`src/assert_macros.svh`:
```
// Assertion helpers shared by the RTL.
`ifndef ASSERT_MACROS_SVH
`define ASSERT_MACROS_SVH

`ifndef SYNTHESIS

// Antecedent implies consequent in the same cycle.
`define ASSERT_IMPLY(label, clk, rst_n, ante, cons) \
	label: assert property (@(posedge clk) disable iff (!rst_n) (ante) |-> (cons)) \
		else $error("implication check failed");

// Condition must never hold.
`define ASSERT_NEVER(label, clk, rst_n, cond) \
	label: assert property (@(posedge clk) disable iff (!rst_n) !(cond)) \
		else $error("forbidden condition seen");

`else

`define ASSERT_IMPLY(label, clk, rst_n, ante, cons)

`define ASSERT_NEVER(label, clk, rst_n, cond)

`endif

`endif

```
`src/lcf_pkg.sv`:
```
package lcf_pkg;

	localparam int SENSOR_MAX  = 4;
	localparam int TX_LEN      = 9;
	localparam int QUEUE_DEPTH = 2;

	localparam logic KIND_TICK = 1'b0;
	localparam logic KIND_BYTE = 1'b1;

	localparam logic [7:0] SUM_GOOD   = 8'hFF;
	localparam logic [7:0] SYNC_A     = 8'h5A;
	localparam logic [7:0] SYNC_B     = 8'hA5;
	localparam logic [7:0] RUN_BYTE   = 8'd8;
	localparam logic [7:0] CNT_MAX    = 8'hFF;

	localparam logic [15:0] BTN_TH_OK     = 16'd1023;
	localparam logic [15:0] BTN_TH_CANCEL = 16'd720;
	localparam logic [15:0] BTN_TH_RIGHT  = 16'd270;
	localparam logic [15:0] BTN_TH_LEFT   = 16'd60;

	localparam logic [11:0] BATT_SCALE = 12'd3545;
	localparam int          BATT_SHIFT = 9;

	typedef enum logic [2:0] {
		LM_UNINIT,
		LM_DOWN,
		LM_HANDSHAKE,
		LM_WAIT1,
		LM_WAIT2,
		LM_SEND,
		LM_RECEIVE
	} link_mode_t;

	typedef enum logic [2:0] {
		CMD_STATE,
		CMD_HANDSHAKE,
		CMD_READ,
		CMD_FRAME,
		CMD_REPORT
	} command_t;

	typedef enum logic [2:0] {
		REG_LINK_ENABLE,
		REG_POWER_REQUEST,
		REG_MOTOR_A_SPEED,
		REG_MOTOR_B_SPEED,
		REG_MOTOR_C_SPEED,
		REG_BRAKE_MASK,
		REG_FAIL_LIMIT
	} reg_index_t;

	typedef enum logic [1:0] {
		PWR_RUN,
		PWR_OFF,
		PWR_BOOT
	} power_t;

	typedef enum logic [2:0] {
		BTN_NONE,
		BTN_LEFT,
		BTN_RIGHT,
		BTN_CANCEL,
		BTN_OK
	} button_t;

	typedef enum logic [1:0] {
		BK_START,
		BK_REPORT,
		BK_FRAME
	} back_state_t;

	typedef struct packed {
		logic       kind;
		logic       bus_ready;
		logic [7:0] rx_byte;
	} in_item_t;

	typedef struct packed {
		command_t    command;
		logic [7:0]  frame_byte;
		logic [1:0]  sensor_index;
		logic [15:0] sensor_value;
		button_t     button_code;
		logic [12:0] battery_mv;
		logic        supply_is_aa;
		logic [1:0]  version_major;
		logic [2:0]  version_minor;
		link_mode_t  link_state;
		logic        last;
	} out_item_t;

	typedef struct packed {
		logic              link_enable;
		logic [1:0]        power_request;
		logic signed [7:0] motor_a_speed;
		logic signed [7:0] motor_b_speed;
		logic signed [7:0] motor_c_speed;
		logic [2:0]        brake_mask;
		logic [7:0]        fail_limit;
	} cfg_t;

	// One queued job: either a single result or reports and/or a command frame.
	typedef struct packed {
		logic                         single;
		command_t                     cmd;
		logic                         reports;
		logic                         frame;
		link_mode_t                   state;
		logic [SENSOR_MAX-1:0][15:0]  sensor;
		button_t                      button;
		logic [12:0]                  mv;
		logic                         supply;
		logic [1:0]                   major;
		logic [2:0]                   minor;
	} job_t;

endpackage

```
`src/lcf_front.sv`:
```
module lcf_front import lcf_pkg::*; #(
	parameter int SENSOR_COUNT = 4
) (
	input  logic     clk,
	input  logic     arst_n,
	input  logic     accept,
	input  in_item_t item,
	input  cfg_t     cfg,
	output logic     push,
	output job_t     job
);

	localparam int RX_LEN = 2 * SENSOR_COUNT + 5;
	localparam int PW     = $clog2(RX_LEN + 1);
	localparam int BW_POS = 2 * SENSOR_COUNT;
	localparam int ST_POS = BW_POS + 2;

	link_mode_t     mode_q, mode_d;
	logic [7:0]     cnt_q, cnt_d;
	logic [PW-1:0]  pos_q, pos_d;
	logic [7:0]     sum_q, sum_d;
	logic [7:0]     rxb_q [RX_LEN];
	logic           clear, wr;

	logic           good, restart;
	logic [7:0]     cnt_bad, cnt_rx;
	logic [15:0]    bw, st;
	logic [21:0]    prod;
	button_t        btn;

	always_comb begin
		good    = (sum_q == SUM_GOOD);
		cnt_bad = (cnt_q == CNT_MAX) ? cnt_q : cnt_q + 8'd1;
		cnt_rx  = good ? 8'd0 : cnt_bad;
		restart = (cnt_rx >= cfg.fail_limit);

		bw   = {rxb_q[BW_POS + 1], rxb_q[BW_POS]};
		st   = {rxb_q[ST_POS + 1], rxb_q[ST_POS]};
		prod = {12'd0, st[9:0]} * {10'd0, BATT_SCALE};

		priority if (bw > BTN_TH_OK)
			btn = BTN_OK;
		else if (bw > BTN_TH_CANCEL)
			btn = BTN_CANCEL;
		else if (bw > BTN_TH_RIGHT)
			btn = BTN_RIGHT;
		else if (bw > BTN_TH_LEFT)
			btn = BTN_LEFT;
		else
			btn = BTN_NONE;
	end

	always_comb begin
		mode_d = mode_q;
		cnt_d  = cnt_q;
		pos_d  = pos_q;
		sum_d  = sum_q;
		clear  = 1'b0;
		wr     = 1'b0;

		job        = '0;
		job.single = 1'b1;
		job.cmd    = CMD_STATE;
		for (int i = 0; i < SENSOR_COUNT; i++)
			job.sensor[i] = {rxb_q[2 * i + 1], rxb_q[2 * i]};
		job.button = btn;
		job.mv     = prod[BATT_SHIFT +: 13];
		job.supply = st[15];
		job.major  = st[14:13];
		job.minor  = st[12:10];

		if (accept) begin
			if (item.kind == KIND_BYTE) begin
				// drop bytes outside the receive state or past a full frame
				if (mode_q == LM_RECEIVE && pos_q < PW'(RX_LEN)) begin
					wr    = 1'b1;
					pos_d = pos_q + PW'(1);
					sum_d = sum_q + item.rx_byte;
				end
			end else begin
				unique case (mode_q)
					LM_UNINIT: begin
						if (cfg.link_enable)
							mode_d = LM_DOWN;
					end
					LM_DOWN: begin
						job.cmd = CMD_HANDSHAKE;
						cnt_d   = 8'd0;
						mode_d  = LM_HANDSHAKE;
					end
					LM_HANDSHAKE: begin
						if (item.bus_ready)
							mode_d = LM_WAIT1;
					end
					LM_WAIT1: mode_d = LM_WAIT2;
					LM_WAIT2: mode_d = LM_SEND;
					LM_SEND: begin
						if (item.bus_ready) begin
							mode_d  = LM_RECEIVE;
							clear   = 1'b1;
							pos_d   = '0;
							sum_d   = 8'd0;
							job.cmd = CMD_READ;
						end
					end
					LM_RECEIVE: begin
						if (item.bus_ready) begin
							cnt_d       = cnt_rx;
							job.reports = good;
							job.frame   = !restart;
							job.single  = !good && restart;
							mode_d      = restart ? LM_DOWN : LM_SEND;
						end
					end
					default: mode_d = LM_UNINIT;
				endcase
			end
		end
		job.state = mode_d;
	end

	assign push = accept;

	always_ff @(posedge clk or negedge arst_n) begin
		if (!arst_n) begin
			mode_q <= LM_UNINIT;
			cnt_q  <= 8'd0;
			pos_q  <= '0;
			sum_q  <= 8'd0;
			for (int j = 0; j < RX_LEN; j++)
				rxb_q[j] <= 8'd0;
		end else begin
			mode_q <= mode_d;
			cnt_q  <= cnt_d;
			pos_q  <= pos_d;
			sum_q  <= sum_d;
			for (int j = 0; j < RX_LEN; j++) begin
				if (clear)
					rxb_q[j] <= 8'd0;
				else if (wr && pos_q == PW'(j))
					rxb_q[j] <= item.rx_byte;
			end
		end
	end

endmodule

```
`src/lcf_queue.sv`:
```
module lcf_queue import lcf_pkg::*; (
	input  logic clk,
	input  logic arst_n,
	input  logic push,
	input  job_t din,
	input  logic pop,
	output job_t dout,
	output logic valid,
	output logic full
);

	localparam int AW = (QUEUE_DEPTH > 1) ? $clog2(QUEUE_DEPTH) : 1;
	localparam int CW = $clog2(QUEUE_DEPTH + 1);

	job_t          mem_q [QUEUE_DEPTH];
	logic [AW-1:0] wr_q, rd_q;
	logic [CW-1:0] cnt_q;

	assign valid = (cnt_q != '0);
	assign full  = (cnt_q == CW'(QUEUE_DEPTH));
	assign dout  = mem_q[rd_q];

	function automatic logic [AW-1:0] bump(input logic [AW-1:0] p);
		return (p == AW'(QUEUE_DEPTH - 1)) ? '0 : p + AW'(1);
	endfunction

	always_ff @(posedge clk or negedge arst_n) begin
		if (!arst_n) begin
			wr_q  <= '0;
			rd_q  <= '0;
			cnt_q <= '0;
		end else begin
			if (push)
				wr_q <= bump(wr_q);
			if (pop)
				rd_q <= bump(rd_q);
			if (push && !pop)
				cnt_q <= cnt_q + CW'(1);
			else if (pop && !push)
				cnt_q <= cnt_q - CW'(1);
		end
	end

	always_ff @(posedge clk) begin
		if (push)
			mem_q[wr_q] <= din;
	end

endmodule

```
`src/lcf_back.sv`:
```
module lcf_back import lcf_pkg::*; #(
	parameter int SENSOR_COUNT = 4
) (
	input  logic      clk,
	input  logic      arst_n,
	input  cfg_t      cfg,
	input  job_t      job,
	input  logic      job_valid,
	output logic      pop,
	output logic      out_valid,
	input  logic      out_ready,
	output out_item_t out_data
);

	back_state_t bk_q, bk_d;
	logic [3:0]  cnt_q, cnt_d;
	logic        out_valid_q;
	out_item_t   out_q;

	logic        load, step, first, do_single, do_report, last_rep, is_last;
	logic [3:0]  idx;
	logic [7:0]  f0, f1, fsum, fb;
	out_item_t   res;

	always_comb begin
		unique case (cfg.power_request)
			PWR_RUN:  begin f0 = 8'd0;   f1 = RUN_BYTE; end
			PWR_OFF:  begin f0 = SYNC_A; f1 = 8'd0;     end
			PWR_BOOT: begin f0 = SYNC_A; f1 = SYNC_B;   end
			default:  begin f0 = 8'd0;   f1 = 8'd0;     end
		endcase
		fsum = f0 + f1 + cfg.motor_a_speed + cfg.motor_b_speed + cfg.motor_c_speed
			+ {5'd0, cfg.brake_mask};

		unique case (idx)
			4'd0:    fb = f0;
			4'd1:    fb = f1;
			4'd2:    fb = cfg.motor_a_speed;
			4'd3:    fb = cfg.motor_b_speed;
			4'd4:    fb = cfg.motor_c_speed;
			4'd6:    fb = {5'd0, cfg.brake_mask};
			4'd8:    fb = ~fsum;
			default: fb = 8'd0;
		endcase
	end

	always_comb begin
		load      = !out_valid_q || out_ready;
		step      = job_valid && load;
		first     = (bk_q == BK_START);
		do_single = first && job.single;
		do_report = first ? (!job.single && job.reports) : (bk_q == BK_REPORT);
		idx       = first ? 4'd0 : cnt_q;
		last_rep  = (idx == 4'(SENSOR_COUNT - 1));
		if (do_single)
			is_last = 1'b1;
		else if (do_report)
			is_last = last_rep && !job.frame;
		else
			is_last = (idx == 4'(TX_LEN - 1));

		res            = '0;
		res.link_state = job.state;
		res.last       = is_last;
		if (do_single) begin
			res.command = job.cmd;
		end else if (do_report) begin
			res.command       = CMD_REPORT;
			res.sensor_index  = idx[1:0];
			res.sensor_value  = job.sensor[idx[1:0]];
			res.button_code   = job.button;
			res.battery_mv    = job.mv;
			res.supply_is_aa  = job.supply;
			res.version_major = job.major;
			res.version_minor = job.minor;
		end else begin
			res.command    = CMD_FRAME;
			res.frame_byte = fb;
		end

		bk_d  = bk_q;
		cnt_d = cnt_q;
		if (step) begin
			priority if (is_last) begin
				bk_d  = BK_START;
				cnt_d = 4'd0;
			end else if (do_report && last_rep) begin
				bk_d  = BK_FRAME;
				cnt_d = 4'd0;
			end else begin
				bk_d  = do_report ? BK_REPORT : BK_FRAME;
				cnt_d = idx + 4'd1;
			end
		end
		pop = step && is_last;
	end

	always_ff @(posedge clk or negedge arst_n) begin
		if (!arst_n) begin
			bk_q        <= BK_START;
			cnt_q       <= 4'd0;
			out_valid_q <= 1'b0;
		end else begin
			bk_q  <= bk_d;
			cnt_q <= cnt_d;
			if (step)
				out_valid_q <= 1'b1;
			else if (out_ready)
				out_valid_q <= 1'b0;
		end
	end

	always_ff @(posedge clk) begin
		if (step)
			out_q <= res;
	end

	assign out_valid = out_valid_q;
	assign out_data  = out_q;

endmodule

```
`src/coprocessor_link_frame_engine.sv`:
```
// Link controller for a motor/sensor coprocessor. The front accepts one item
// (tick or received byte) per cycle whenever its two-entry job queue has room,
// updates the link state and receive buffer, and queues one job. The back
// expands each job into its results at one result per cycle while out_ready
// is high: one result for most items, up to 13 (sensor reports then a 9-byte
// command frame) for a tick that completes a receive. The back's result
// sequencer sets the sustained rate, one to 13 results per item. The checksum is
// kept as a running byte sum while bytes arrive. Configuration writes are
// always ready; write them only while no item is in flight.
`include "assert_macros.svh"

module coprocessor_link_frame_engine import lcf_pkg::*; #(
	parameter int SENSOR_COUNT = 4
) (
	input  logic      clk,
	input  logic      arst_n,
	input  logic      in_valid,
	output logic      in_ready,
	input  in_item_t  in_data,
	output logic      out_valid,
	input  logic      out_ready,
	output out_item_t out_data,
	input  logic      cfg_valid,
	output logic      cfg_ready,
	input  logic [2:0] cfg_index,
	input  logic [7:0] cfg_data
);

	localparam cfg_t CFG_RESET = '{
		link_enable:   1'b0,
		power_request: 2'd0,
		motor_a_speed: 8'sd0,
		motor_b_speed: 8'sd0,
		motor_c_speed: 8'sd0,
		brake_mask:    3'd0,
		fail_limit:    8'd3
	};

	cfg_t cfg_q;
	logic accept, push, pop, q_valid, q_full;
	job_t front_job, head_job;
	logic frame_seen, report_seen, hs_seen, report_state_ok, hs_ok;

	assign cfg_ready = 1'b1;
	assign in_ready  = !q_full;
	assign accept    = in_valid && in_ready;

	always_ff @(posedge clk or negedge arst_n) begin
		if (!arst_n) begin
			cfg_q <= CFG_RESET;
		end else if (cfg_valid) begin
			unique case (reg_index_t'(cfg_index))
				REG_LINK_ENABLE:   cfg_q.link_enable   <= cfg_data[0];
				REG_POWER_REQUEST: cfg_q.power_request <= cfg_data[1:0];
				REG_MOTOR_A_SPEED: cfg_q.motor_a_speed <= cfg_data;
				REG_MOTOR_B_SPEED: cfg_q.motor_b_speed <= cfg_data;
				REG_MOTOR_C_SPEED: cfg_q.motor_c_speed <= cfg_data;
				REG_BRAKE_MASK:    cfg_q.brake_mask    <= cfg_data[2:0];
				REG_FAIL_LIMIT:    cfg_q.fail_limit    <= cfg_data;
				default: ;
			endcase
		end
	end

	lcf_front #(.SENSOR_COUNT(SENSOR_COUNT)) u_front (
		.clk    (clk),
		.arst_n (arst_n),
		.accept (accept),
		.item   (in_data),
		.cfg    (cfg_q),
		.push   (push),
		.job    (front_job)
	);

	lcf_queue u_queue (
		.clk    (clk),
		.arst_n (arst_n),
		.push   (push),
		.din    (front_job),
		.pop    (pop),
		.dout   (head_job),
		.valid  (q_valid),
		.full   (q_full)
	);

	lcf_back #(.SENSOR_COUNT(SENSOR_COUNT)) u_back (
		.clk       (clk),
		.arst_n    (arst_n),
		.cfg       (cfg_q),
		.job       (head_job),
		.job_valid (q_valid),
		.pop       (pop),
		.out_valid (out_valid),
		.out_ready (out_ready),
		.out_data  (out_data)
	);

	assign frame_seen      = out_valid && out_data.command == CMD_FRAME;
	assign report_seen     = out_valid && out_data.command == CMD_REPORT;
	assign hs_seen         = out_valid && out_data.command == CMD_HANDSHAKE;
	assign report_state_ok = out_data.link_state == LM_SEND || out_data.link_state == LM_DOWN;
	assign hs_ok           = out_data.last && out_data.link_state == LM_HANDSHAKE;

	`ASSERT_IMPLY(a_frame_in_send, clk, arst_n, frame_seen, out_data.link_state == LM_SEND)
	`ASSERT_IMPLY(a_report_state, clk, arst_n, report_seen, report_state_ok)
	`ASSERT_IMPLY(a_handshake_last, clk, arst_n, hs_seen, hs_ok)
	`ASSERT_NEVER(a_pop_empty, clk, arst_n, pop && !q_valid)

endmodule

```
`config.mk`:
```
export PLATFORM = sky130hd
export DESIGN_NAME = coprocessor_link_frame_engine
export DESIGN_NICKNAME = d
export VERILOG_FILES = /design/src/lcf_pkg.sv /design/src/lcf_front.sv /design/src/lcf_queue.sv /design/src/lcf_back.sv /design/src/coprocessor_link_frame_engine.sv
export VERILOG_INCLUDE_DIRS = /design/src /design/src/src
export SDC_FILE = /design/constraint.sdc
export NUM_CORES = 1
export LEC_CHECK = 0
export BUFFER_PORTS_ARGS = -buffer_cell sky130_fd_sc_hd__buf_4
export CORE_MARGIN = 1
export CORE_UTILIZATION = 43
export CTS_CLUSTER_DIAMETER = 80
export DETAILED_ROUTE_END_ITERATION = 8
export SLEW_MARGIN = 20
export SYNTH_ARGS = -nofsm -noshare
export SYNTH_HDL_FRONTEND = slang
export SYNTH_SLANG_ARGS = --single-unit
```
`constraint.sdc`:
```
create_clock -name clk -period 6.4 [get_ports clk]
set_input_delay 0.64 -clock clk [delete_from_list [all_inputs] [get_ports clk]]
set_output_delay 0.64 -clock clk [all_outputs]
set_load 0.01 [all_outputs]
```
# Yosys cells after proc, flatten, opt, wreduce, memory -nomap -nowiden
# Memories as Yosys holds them, arrays and structs flattened.
# Index checks and enable logic that the tools add are counted.
# op_classes
n_eq_ne	37
multipliers	1
n_reduce_logical	68
bitwise	3
muxes	87
n_lt_le_gt_ge	7
n_addsub	13
# ops
cell	n
8-bit 2-to-1 mux	31
8-bit one-hot mux with 7 select lines	1
3-bit 2-to-1 mux	12
2-bit nonzero test	18
8-bit adder	4
16-bit binary-select mux with 2-bit select	1
16-bit by 10-bit > comparator with 1-bit output (second input constant)	2
8-bit one-hot mux with 2 select lines	2
4-bit 2-to-1 mux	7
4-bit by 3-bit == test with 1-bit output (second input constant)	6
1-bit logical AND	23
10-bit by 12-bit multiplier with 22-bit output (second input constant)	1
3-bit one-hot mux with 7 select lines	1
4-bit == test (second input constant)	5
1-bit 2-to-1 mux	19
3-bit == test (second input constant)	6
4-bit by 2-bit == test with 1-bit output (second input constant)	4
8-bit == test (second input constant)	2
16-bit by 6-bit > comparator with 1-bit output (second input constant)	1
16-bit by 9-bit > comparator with 1-bit output (second input constant)	1
16-bit 2-to-1 mux	1
2-bit 2-to-1 mux	8
2-bit AND reduction	7
3-bit by 2-bit == test with 1-bit output (second input constant)	4
other kinds (28)	49
# word_totals
mem_count	1
register_bits	223
wordCells	257
ram_bits	190
# mem_list
memory	depth	word_bits	rd	rd_clocked_by_memory_dff	wr	line	rtl
u_queue.mem_q	2	95	1	0	1	lcf_queue.sv:15	job_t mem_q [QUEUE_DEPTH];

# Longest topological paths before layout
# Gate-level depths: netlist of run 1.
# logic_depth
word_depth	10
depth_mapped	16
depth_no_buf	16

# Modules after synthesis
# From an unflattened synthesis of run 1, not the netlist that was laid out.
# hier_totals
cells_unflattened	1792
hier_area_um2	21682.0
# modules_own_cells
mod	n_inst	seq_area_each_um2	area_each_um2	cells_each
lcf_front	1	2977.9	8948.6	1010
lcf_queue	1	5805.6	7245.7	312
lcf_back	1	1826.8	3947.5	381
coprocessor_link_frame_engine	1	953.4	1540.2	89

# Worst setup path after synthesis of run 1
# No wires, ideal clock.
# synth_path
path_kind	register to register
start	register u_queue.cnt_q[1]
end	memory u_queue.mem_q[0][0] (netlist name) (enable)
setup_time_ns	0.547
path_stages_with_launch	5
required_ns	5.853
path_buffers	0
arrival_ns	4.705
period_less_slack_ns	5.252
setup_slack_ns	1.148
path_cell_list	dfrtp_1 -> nor2b_1 -> inv_1 -> nand2_1 -> nor2_1
# synth_via
elab_chain_len	5
# synth_rtl
item	line	rtl
from (decl)	lcf_queue.sv:17	logic [CW-1:0] cnt_q;
from (signal assigned)	lcf_queue.sv:38	cnt_q <= cnt_q + CW'(1);
from (signal assigned)	lcf_queue.sv:40	cnt_q <= cnt_q - CW'(1);
2-bit == test	lcf_queue.sv:20	assign full = (cnt_q == CW'(QUEUE_DEPTH));
1-bit logical NOT	coprocessor_link_frame_engine.sv:45	assign in_ready = !q_full;
net in_ready	coprocessor_link_frame_engine.sv:18	output logic in_ready,
1-bit logical AND	coprocessor_link_frame_engine.sv:46	assign accept = in_valid && in_ready;
1-bit 2-to-1 mux	lcf_queue.sv:45	if (push)
1-bit 2-to-1 mux (implied by the code)	lcf_queue.sv:46	mem_q[wr_q] <= din;
to (decl)	lcf_queue.sv:15	
# The timed path passes the listed nets, and every way through them passes these cells.

==> summary.md, run 1 <==
| Metric | Value |
|---|---|
| Sink Count | 411 |
| Share of the synthesized area in the top cell type | 0.364 |
| Post-synth top cells | edfxtp_1, dfrtp_1, nand2_1, a21oi_1, inv_1 |
| Global placement routability congestion | 0.855 |
| Layout cells sized above 1 | 0.149 |
| IO Count | 84 |
| LEAKAGE | 9.63 nW |
| Library cells used by synthesis | 67 |
| Setup TNS | 0 ps |
| Final hold vios | 0 |
| Post-CTS Setup Inserts | 0 |
| Root Buffer Master | clkbuf_16 |
| Largest net degree at the start of global routing | 83 |
| Mapped Cells | 1557 |
| Drt total wl | 44.2 mm |
| Fraction of registers with async set/reset | 0.409 |
| Actual slew at the worst max-slew pin | 1090 ps |
| Fin Clk Skew | 32.8 ps |
| Most numerous cell in the Yosys netlist | edfxtp_1 |
| Die ar. | 47400 um^2 |
| Main synth FF type | edfxtp_1 |
| Average wire per standard cell | 19.5 um |
| R2r startpoint | u_front.rxb_q[20]$_DFFE_PN0P_ |
| Post-DP HPWL | 28.5 mm |
| Post-synth EDFFs | 243 |
| Layout area overhead | 13.4% |
| Initial drt markers | 828 |
| Max H-tree Level | 2 |
| Hold crit path type | in -> async |
| Initial antenna violation count | 0 |
| Routed vias/inst | 5.42 |
| Drt drc | 0 |
| Hold buffers post-CTS | 0 |
| Vias | 12.3k |
| Final setup violation count | 0 |
| RSZ-0062 raised after global routing | false |
| Seq cells post-synth | 411 |
| Global-route wire length before repair | 70.8 mm |
| PD cells | 417 nW/um^2 |
| Clock Tree Buf Depth | 3 |
| Clock Latency Late Sink | 590 ps |
| Crit path required time | 6730 ps |
| Worst Setup End Kind | flop |
| Final min period | 4740 ps |
| Ant diodes | 0 |
| Vias in the first global route | 12.7k |
| Total core area | 45700 um^2 |
| Sequential fraction of the synthesis area | 0.574 |
| Setup crit start kind | flop |
| R2R cell count | 16 |
| Fin crit share | 0.741 |
| GRT Util Overall | 0.193 |
| Initial Util | 0.438 |
| DRT Pass-1 Iters | 5 |
| WP data arrival | 5070 ps |
| GRT overflow | 0 |
| Ranking of synthesized cells by area | edfxtp_1, dfrtp_1, ha_1, fa_1, mux4_2 |
| CTS resizes | 0 |
| Cell taking the most area after synthesis | edfxtp_1 |
| Slew Viols, Final | 0 |
| Final nets | 1811 |
| Outcome | completed |
| VDD IR max | 0.280 mV |
| Mapped Area | 20000 um^2 |
| Routed Antenna Nets | 0 |
| Layout fillers | 4031 |
| Syn. warnings | 0 |
| CTS tree | built |
| # port buffers | 82 |
| Max Freq | 0.211 GHz |
| Slew HR | 0.266 |
| Syn_area_per_cell | 12.9 um^2 |
| Max Cap Violations | 0 |
| CTS buffer count | 46 |
| Crit path max fanout | 6 |
| Syn nets | 1739 |
| # rows | 78 |
| Die Y | 218 um |
| CP startpoint | u_front.rxb_q[20]$_DFFE_PN0P_ |
| Die width | 218 um |
| Clock transition at path regs | 60 ps |
| Final core area utilization | 0.497 |
| Crit Path Class | reg -> reg |
critical path, cell delays in order (launching register included):
cell,delay [ps]
dfrtp_1,480
ha_1,260
inv_1,80
fa_1,530
inv_1,50
fa_1,460
fa_1,540
inv_1,50
fa_1,490
inv_1,40
ha_1,360
nand2_1,70
o21a_1,210
nand3b_1,200
o211ai_1,380
a21oi_1,150
xnor2_1,150
cell usage in the layout, fill, tap and decap left out, types with 5 or more instances in the layout:
cell and instances:
nor3_1 13, a22o_1 13, nand2_1 158, and4_1 5
clkbuf_16 47, nand3_1 78, clkinv_2 7, clkinv_1 6
and3_1 8, edfxtp_1 243, ha_1 99, a21o_1 9
clkbuf_8 5, a21oi_1 117, nand4_1 14, fa_1 57
nor2_1 97, a221oi_1 6, nand2b_1 6, buf_4 94
mux2_2 34, a211oi_1 5, xor2_1 18, clkbuf_1 10
xnor2_1 23, mux2i_1 59, mux4_2 32, inv_1 112
dfrtp_1 165, o21ai_0 26
worst paths after layout:
check                                                 endpoint  slack, ps
worst max-delay path            u_queue.mem_q[1][17]$_DFFE_PP_       1660
worst min-delay path              u_front.cnt_q[3]$_DFFE_PN0P_         30
worst max register to register  u_queue.mem_q[1][17]$_DFFE_PP_       1660
worst min register to register  u_queue.mem_q[1][79]$_DFFE_PP_        470
max in group asynchronous             u_queue.rd_q$_DFFE_PN0P_       5120
min in group clk                         cfg_q[13]$_DFFE_PN0P_        310
per-layer routing:
layer / wire length, um / track usage / share of wire / vias up
li1: - / - / - / 5724
met1: 19700 / 0.262 / 0.45 / 6201
met2: 21300 / 0.320 / 0.48 / 277
met3: 2180 / 0.0336 / 0.049 / 76
met4: 990 / 0.0536 / 0.022 / 0
met5: 0 / 0 / 0 / -
final cells by class:
class	count	area, um^2	share of cell area
Clock buffer	62	1280	0.0565
Clock inverter	24	278	0.0122
Inverter	115	432	0.0190
Multi-Input combinational cell	960	7750	0.341
Sequential cell	411	11500	0.507
Tap cell	600	751	0.0331
Timing Repair Buffer	95	717	0.0316
stage by stage:
| step | hold slack, ps | area (um^2) | total power [mW] | cells | worst slack [ps] |
|---|---|---|---|---|---|
| 6_report | 30.0 | 22700 | 9.48 | 2267 | 1660 |
| 5_1_grt | 73.4 | 22700 | 10.1 | 2267 | 1400 |
| 4_1_cts | 53.3 | 22700 | 9.59 | 2267 | 1670 |
| 3_5_place_dp | 455 | 21200 | 6.87 | 2181 | 1650 |
| 3_3_place_gp | 446 | 21200 | 6.81 | 2181 | 1690 |
| 2_1_floorplan | 344 | 20000 | 5.95 | 1557 | 1150 |
registers in the layout, summed over array words and instances (netlist names):
| register | count |
|---|---|
| u_queue.mem_q | 188 |
| u_front.job | 70 |
| u_back.out_data | 55 |
| cfg_q | 38 |
| u_front.bw | 16 |
| u_front.rxb_q | 10 |
| u_front.cnt_q | 8 |
| u_front.sum_q | 8 |
| u_back.cnt_q | 4 |
| u_front.pos_q | 4 |
| u_front.mode_q | 3 |
| u_back.bk_q | 2 |
| u_queue.cnt_q | 2 |
| u_back.out_valid | 1 |
| u_queue.rd_q | 1 |
| u_queue.wr_q | 1 |
power by group:
group	internal, mW	switching, mW
clock	1.59	1.11
combinational	1.21	1.67
sequential	3.57	0.326
total	6.36	3.11
logic make-up (layout without fill, tap and decap cells):
family / after synthesis / after routing / synth area share
simple gates: 416 / 416 / 0.0968
flops: 411 / 411 / 0.574
compound gates: 221 / 221 / 0.0673
buf+inv: 186 / 296 / 0.0399
fa+ha+maj: 156 / 156 / 0.119
mux: 125 / 125 / 0.0846
xor+xnor: 41 / 41 / 0.0179
other cells: 1 / 1 / 0.000187
Note: power is estimated with default switching activity, not from simulation.
==> inputs of run 2 (changes only) <==
- ABC_AREA: not set -> 1
- clock period: 6.4 -> 4.75 ns (I/O delays scaled with it)
==> run 2 against run 1 <==
The flow now finishes with violations (DRC). Sequential cell count unchanged. Total power rose by 49%. Utilization rose by 0.19 points. Register-to-register slack got worse by 1400 ps. Clock power increased by 33%. Non-clock buffer count up 7. Cell area increased by 2.8%. Largest cell class unchanged. Critical path depth did not move. Sequential share of layout area shrank 1.4 points. Fmax is 5.2% higher.
==> summary.md, run 2 <==
| Metric | Value |
|---|---|
| Outcome | finished with violations |
| Failing checks | DRC |
| Fin Clk Skew | 15.9 ps |
| Hold crit path type | in -> async |
| Largest net degree at the start of global routing | 95 |
| Global-route wire length before repair | 77.6 mm |
| WP data arrival | 4840 ps |
| Routed Antenna Nets | 0 |
| Hold buffers post-CTS | 0 |
| Fin crit share | 0.950 |
| Largest register FFs | 188 |
| CP startpoint | u_front.rxb_q[8]$_DFFE_PN0P_ |
| Worst path top cell family by delay | adder cells |
| CTS tree | built |
| Clock Latency Late Sink | 580 ps |
| Slew HR | 0.278 |
| LEAKAGE | 11.0 nW |
| Syn. warnings | 0 |
| Average wire per standard cell | 17.4 um |
| Die ar. | 48600 um^2 |
| Worst Setup End Kind | flop |
| Syn_area_per_cell | 10.0 um^2 |
| Final hold vios | 0 |
| VDD IR max | 0.309 mV |
| Root Buffer Master | clkbuf_16 |
| Switching Power | 5.28 mW |
| Vias | 14.5k |
| Crit. path cell count | 16 |
| Global placement routability congestion | 0.869 |
| Vias in the first global route | 14.0k |
| Crit path max fanout | 7 |
| Layout area overhead | 13.8% |
| Post-synth top cells | nand2_1, edfxtp_1, inv_1, dfrtp_1, nand3_1 |
| Layout cells sized above 1 | 0.104 |
| CTS buffer count | 45 |
| Initial antenna violation count | 0 |
| Sink Count | 411 |
| # rows | 79 |
| Drt drc | 14 |
| Internal power | 8.80 mW |
| Worst R2R End | u_queue.mem_q[0][17]$_DFFE_PP_ |
| Ranking of synthesized cells by area | edfxtp_1, dfrtp_1, nand2_1, ha_1, fa_1 |
| Dpl cell area | 21800 um^2 |
| Max Cap Violations | 0 |
| Largest stage delay, worst path | 550 ps |
| Layout fillers | 4314 |
| Clock transition at path regs | 60 ps |
| Fraction of registers with async set/reset | 0.409 |
| Slowest CP cell | fa_1 |
| Seq pwr share | 0.383 |
| Die width | 220 um |
| Clock Tree Buf Depth | 3 |
| Final core area utilization | 0.499 |
| Dpl ws | 247 ps |
| Final instance area | 23300 um^2 |
| R2R cell count | 16 |
| Die Y | 220 um |
| Reg2Reg Setup Slack | 240 ps |
| Most frequent cells in the layout | nand2_1, edfxtp_1, inv_1, dfrtp_1, nand3_1 |
| Final nets | 2316 |
| Slew Viols, Final | 0 |
| Commonest non-fill, non-tap cell in the layout | nand2_1 |
| Final min period | 4510 ps |
| GRT overflow | 0 |
| Crit-path most repeated cell | nand2_1 |
| Drt total wl | 48.4 mm |
| R2r startpoint | u_front.rxb_q[8]$_DFFE_PN0P_ |
| Crit Path Class | reg -> reg |
| IO Count | 84 |
| Worst path bufs/invs | 2 |
| Crit path required time | 5080 ps |
| Share of the synthesized area in the top cell type | 0.356 |
| Total core area | 46800 um^2 |
| CTS resizes | 0 |
| Routed vias/inst | 5.21 |
| Max H-tree Level | 2 |
| Main synth FF type | edfxtp_1 |
| Library cells used by synthesis | 47 |
| Initial drt markers | 1284 |
| Clock power share | 0.254 |
| Post-DP HPWL | 32.4 mm |
| Final setup violation count | 0 |
| RSZ-0062 raised after global routing | false |
| Mapped Cells | 2043 |
| # port buffers | 82 |
| Max Freq | 0.222 GHz |
| Top reg by flops | u_queue.mem_q |
| Setup crit start kind | flop |
| Post-synth EDFFs | 243 |
| Post-CTS Setup Inserts | 0 |
| Seq cells post-synth | 411 |
| Final WS setup | 240 ps |
| GRT Util Overall | 0.206 |
| End of the critical path | u_queue.mem_q[0][17]$_DFFE_PP_ |
| Setup TNS | 0 ps |
| Syn nets | 2225 |
| Most numerous cell in the Yosys netlist | nand2_1 |
| Cell taking the most area after synthesis | edfxtp_1 |
| Sw Ratio | 0.375 |
| Crit path cell chain | fa_1 -> inv_1 -> fa_1 -> inv_1 -> fa_1 -> fa_1 -> ha_1 -> ha_1 -> nand2_1 -> nor2_1 -> nor3b_1 -> nand2_1 -> nand2_1 -> nand2_1 -> nand3_1 -> nand2_1 |
| Combinational power share | 0.363 |
| Initial Util | 0.439 |
| Mapped Area | 20500 um^2 |
| Sequential fraction of the synthesis area | 0.561 |
| PD cells | 603 nW/um^2 |
| Actual slew at the worst max-slew pin | 1080 ps |
| DRT Pass-1 Iters | 9 |
run 2: cell types whose count changed in the layout (fill, tap and decap cells not counted), sizes merged, moves of 39 or more:
cell	previous run	this run
nand2	158	527
nor2	99	149
a21oi	117	69
o22ai	5	44
mux2i	59	0
inv	119	244
o21ai	28	143
nand3	78	164
run 2: worst min-delay path by stage:
stage / end / depth (start not counted)
after floorplan: cfg_q[10]$_DFFE_PN0P_ / 0
after global placement: u_queue.mem_q[1][71]$_DFFE_PP_ / 0
after detailed placement: u_queue.mem_q[0][25]$_DFFE_PP_ / 0
after CTS: cfg_q[3]$_DFFE_PN0P_ / 1
after global routing: u_back.out_valid$_DFFE_PN0P_ / 2
final: cfg_q[3]$_DFFE_PN0P_ / 1
run 2: through the flow:
step           total power, mW  hold WS [ps]  std cells
2_1_floorplan             8.81           179       2043
3_3_place_gp              10.4           450       2694
6_report                  14.1          29.0       2779
3_5_place_dp              10.6           456       2694
4_1_cts                   14.2          58.8       2778
5_1_grt                   15.1          72.2       2778
run 2: power by group through the flow:
stage                     Sequential (mW)  Combinational (mW)  Clock [mW]
after floorplan                      5.52                3.29           0
after global placement               5.42                5.01           0
after detailed placement             5.45                5.10           0
after CTS                            5.39                5.16        3.66
after global routing                 5.49                5.79        3.81
final                                5.39                5.11        3.58
run 2: cell families after synthesis:
logic type / synth area share
buffers and inverters: 0.0585
AOI/OAI and AO/OA: 0.0722
and+or+nand+nor: 0.184
xor gates and xnor gates: 0.00854
DFF: 0.561
adders and majority gates: 0.116
other: 0.000183
run 2: metal layers:
| layer | routed length, um | track usage |
|---|---|---|
| met5 | 0 | 0 |
| met2 | 22800 | 0.332 |
| met4 | 699 | 0.0453 |
| met1 | 22500 | 0.293 |
| met3 | 2490 | 0.0327 |
run 2: worst reg2reg max path: stages, from the launching register on:
cell and delay [ps]:
dfrtp_2 470, fa_1 550, inv_1 50, fa_1 500
inv_1 60, fa_1 510, fa_1 490, ha_1 310
ha_1 410, nand2_1 140, nor2_1 160, nor3b_1 200
nand2_1 80, nand2_1 120, nand2_1 80, nand3_1 70
nand2_1 70
run 2: layout make-up:
cell class | instances | area, um^2 | area share
Clock inverter | 19 | 219 | 0.00938
Inverter | 240 | 921 | 0.0395
Clock buffer | 65 | 1310 | 0.0560
Sequential cell | 411 | 11500 | 0.493
Multi-Input combinational cell | 1334 | 7840 | 0.336
Tap cell | 607 | 759 | 0.0325
Timing Repair Buffer | 102 | 782 | 0.0335
Antenna cell | 1 | 2.50 | 0.000107
==> inputs of run 3 (changes only) <==
- clock period: 4.75 -> 4.95 ns (I/O delays scaled with it)
==> run 3 against run 2 <==
Hold slack got worse by 57 ps. Utilization up 0.21 points. The flow finishes with violations (DRC, hold timing). Cell area rose by 0.42%. Non-clock buffer count did not move. Sequential power down 4.1%. First-iteration DRC count is 20% lower. Total power shrank 3.1%. Highest routed layer unchanged. Clock skew is 4.8 ps higher. Largest power group unchanged. Critical path type unchanged.
==> summary.md, run 3 (synthesis results as in run 2) <==
| Metric | Value |
|---|---|
| # rows | 79 |
| Global-route wire length before repair | 76.9 mm |
| Final core area utilization | 0.501 |
| # port buffers | 82 |
| Setup crit start kind | flop |
| Vias in the first global route | 14.3k |
| Post-DP HPWL | 32.0 mm |
| Routed vias/inst | 5.19 |
| Clock Tree Buf Depth | 3 |
| Layout area overhead | 14.3% |
| Crit path required time | 5290 ps |
| VDD IR max | 0.284 mV |
| Routed Antenna Nets | 0 |
| Fin Clk Skew | 20.7 ps |
| Worst Setup End Kind | flop |
| Max Freq | 0.223 GHz |
| Final instance area | 23400 um^2 |
| Drt drc | 7 |
| IO Count | 84 |
| Largest register FFs | 188 |
| Initial antenna violation count | 0 |
| Sink Count | 411 |
| Final setup violation count | 0 |
| Initial drt markers | 1025 |
| Dpl cell area | 21800 um^2 |
| Combinational power share | 0.359 |
| WP data arrival | 4830 ps |
| Ant diodes | 0 |
| Clock power share | 0.262 |
| GRT Util Overall | 0.206 |
| Die width | 220 um |
| Root Buffer Master | clkbuf_16 |
| Slew Viols, Final | 0 |
| Dpl ws | 479 ps |
| Hold buffers post-CTS | 0 |
| Hold Slack | -28.2 ps |
| RSZ-0062 raised after global routing | false |
| Seq pwr share | 0.379 |
| Failing checks | DRC, hold timing |
| Max H-tree Level | 2 |
| Fin crit share | 0.907 |
| Layout cells sized above 1 | 0.105 |
| Crit path max fanout | 7 |
| Crit Path Class | reg -> reg |
| Sw Ratio | 0.371 |
| Final nets | 2316 |
| GRT overflow | 0 |
| Drt total wl | 48.7 mm |
| Switching Power | 5.06 mW |
| Final WS setup | 461 ps |
| Slew HR | 0.301 |
| Actual slew at the worst max-slew pin | 1050 ps |
| CTS resizes | 0 |
| Most frequent cells in the layout | nand2_1, edfxtp_1, inv_1, dfrtp_1, nand3_1 |
| Outcome | finished with violations |
| Vias | 14.4k |
| DRT Pass-1 Iters | 8 |
| Global placement routability congestion | 0.864 |
| LEAKAGE | 11.0 nW |
| CTS buffer count | 45 |
| Average wire per standard cell | 17.5 um |
| Initial Util | 0.439 |
| Setup TNS | 0 ps |
| Internal power | 8.58 mW |
| Total core area | 46800 um^2 |
| Final hold vios | 4 |
| Clock Latency Late Sink | 600 ps |
| Clock transition at path regs | 60 ps |
| CTS tree | built |
| Max Cap Violations | 0 |
| Top reg by flops | u_queue.mem_q |
| Final non-filler cell total | 2778 |
| Total chip power | 13.6 mW |
| DP Cell Count | 2693 |
| Largest net degree at the start of global routing | 92 |
| Die Y | 220 um |
| PD cells | 582 nW/um^2 |
| Post-CTS Setup Inserts | 0 |
| Commonest non-fill, non-tap cell in the layout | nand2_1 |
| Die ar. | 48600 um^2 |
| Final min period | 4490 ps |
| Hold crit path type | in -> async |
## run 3: cell count changes in the layout (fill, tap and decap cells not counted), sizes merged
cell / before / now
bufinv: 3 / 7
clkbuf: 65 / 55
clkinv: 9 / 20
clkinvlp: 3 / 2
diode: 1 / 0
inv: 244 / 240
## run 3: path summary, 6_finish.rpt
check | start | endpoint | slack (ps) | cells after the start
min in group clk | out_ready | u_back.out_valid$_DFFE_PN0P_ | 90 | 2
min reg2reg | u_front.job[32]$_DFFE_PN0P_ | u_queue.mem_q[1][32]$_DFFE_PP_ | 450 | 0
max reg2reg | u_front.rxb_q[8]$_DFFE_PN0P_ | u_queue.mem_q[1][17]$_DFFE_PP_ | 460 | 16
max | u_front.rxb_q[8]$_DFFE_PN0P_ | u_queue.mem_q[1][17]$_DFFE_PP_ | 460 | 16
min | arst_n | u_front.rxb_q[23]$_DFFE_PN0P_ | -30 | 1
max in group asynchronous | arst_n | u_front.job[66]$_DFFE_PN0P_ | 3760 | 2
## run 3: critical path, stage by stage, from the launching register on
cell and delay [ps]:
dfrtp_1 480, fa_1 570, inv_1 50, fa_1 490, inv_1 50, fa_1 510, fa_1 490, ha_1 310
ha_1 390, nand2_1 130, nor2_1 160, nor3b_1 190, nand2_1 70, nand2_1 120, nand2_1 80, nand3_1 70
nand2_1 60
## run 3: power by group through the flow
stage          Clock, mW  Sequential [mW]  Combinational, mW
5_1_grt             3.78             5.27               5.55
3_5_place_dp           0             5.23               4.92
6_report            3.57             5.17               4.91
2_1_floorplan          0             5.29               3.16
3_3_place_gp           0             5.20               4.82
4_1_cts             3.65             5.18               4.95
## run 3: area by class of cell
type / instances / area (um^2)
clock inverters: 29 / 388
repair buffers: 102 / 815
flip-flops and latches: 411 / 11500
fillers: 4259 / 23300
clock buffers: 55 / 1210
inverters: 240 / 921
multi-input cells: 1334 / 7840
well taps: 607 / 759
## run 3: layer usage
metal	global-route usage	vias up	routed length, um
met5	0	-	0
met4	0.0559	0	1090
met3	0.0333	77	2450
met2	0.337	310	22700
met1	0.283	7046	22400
li1	-	6995	-
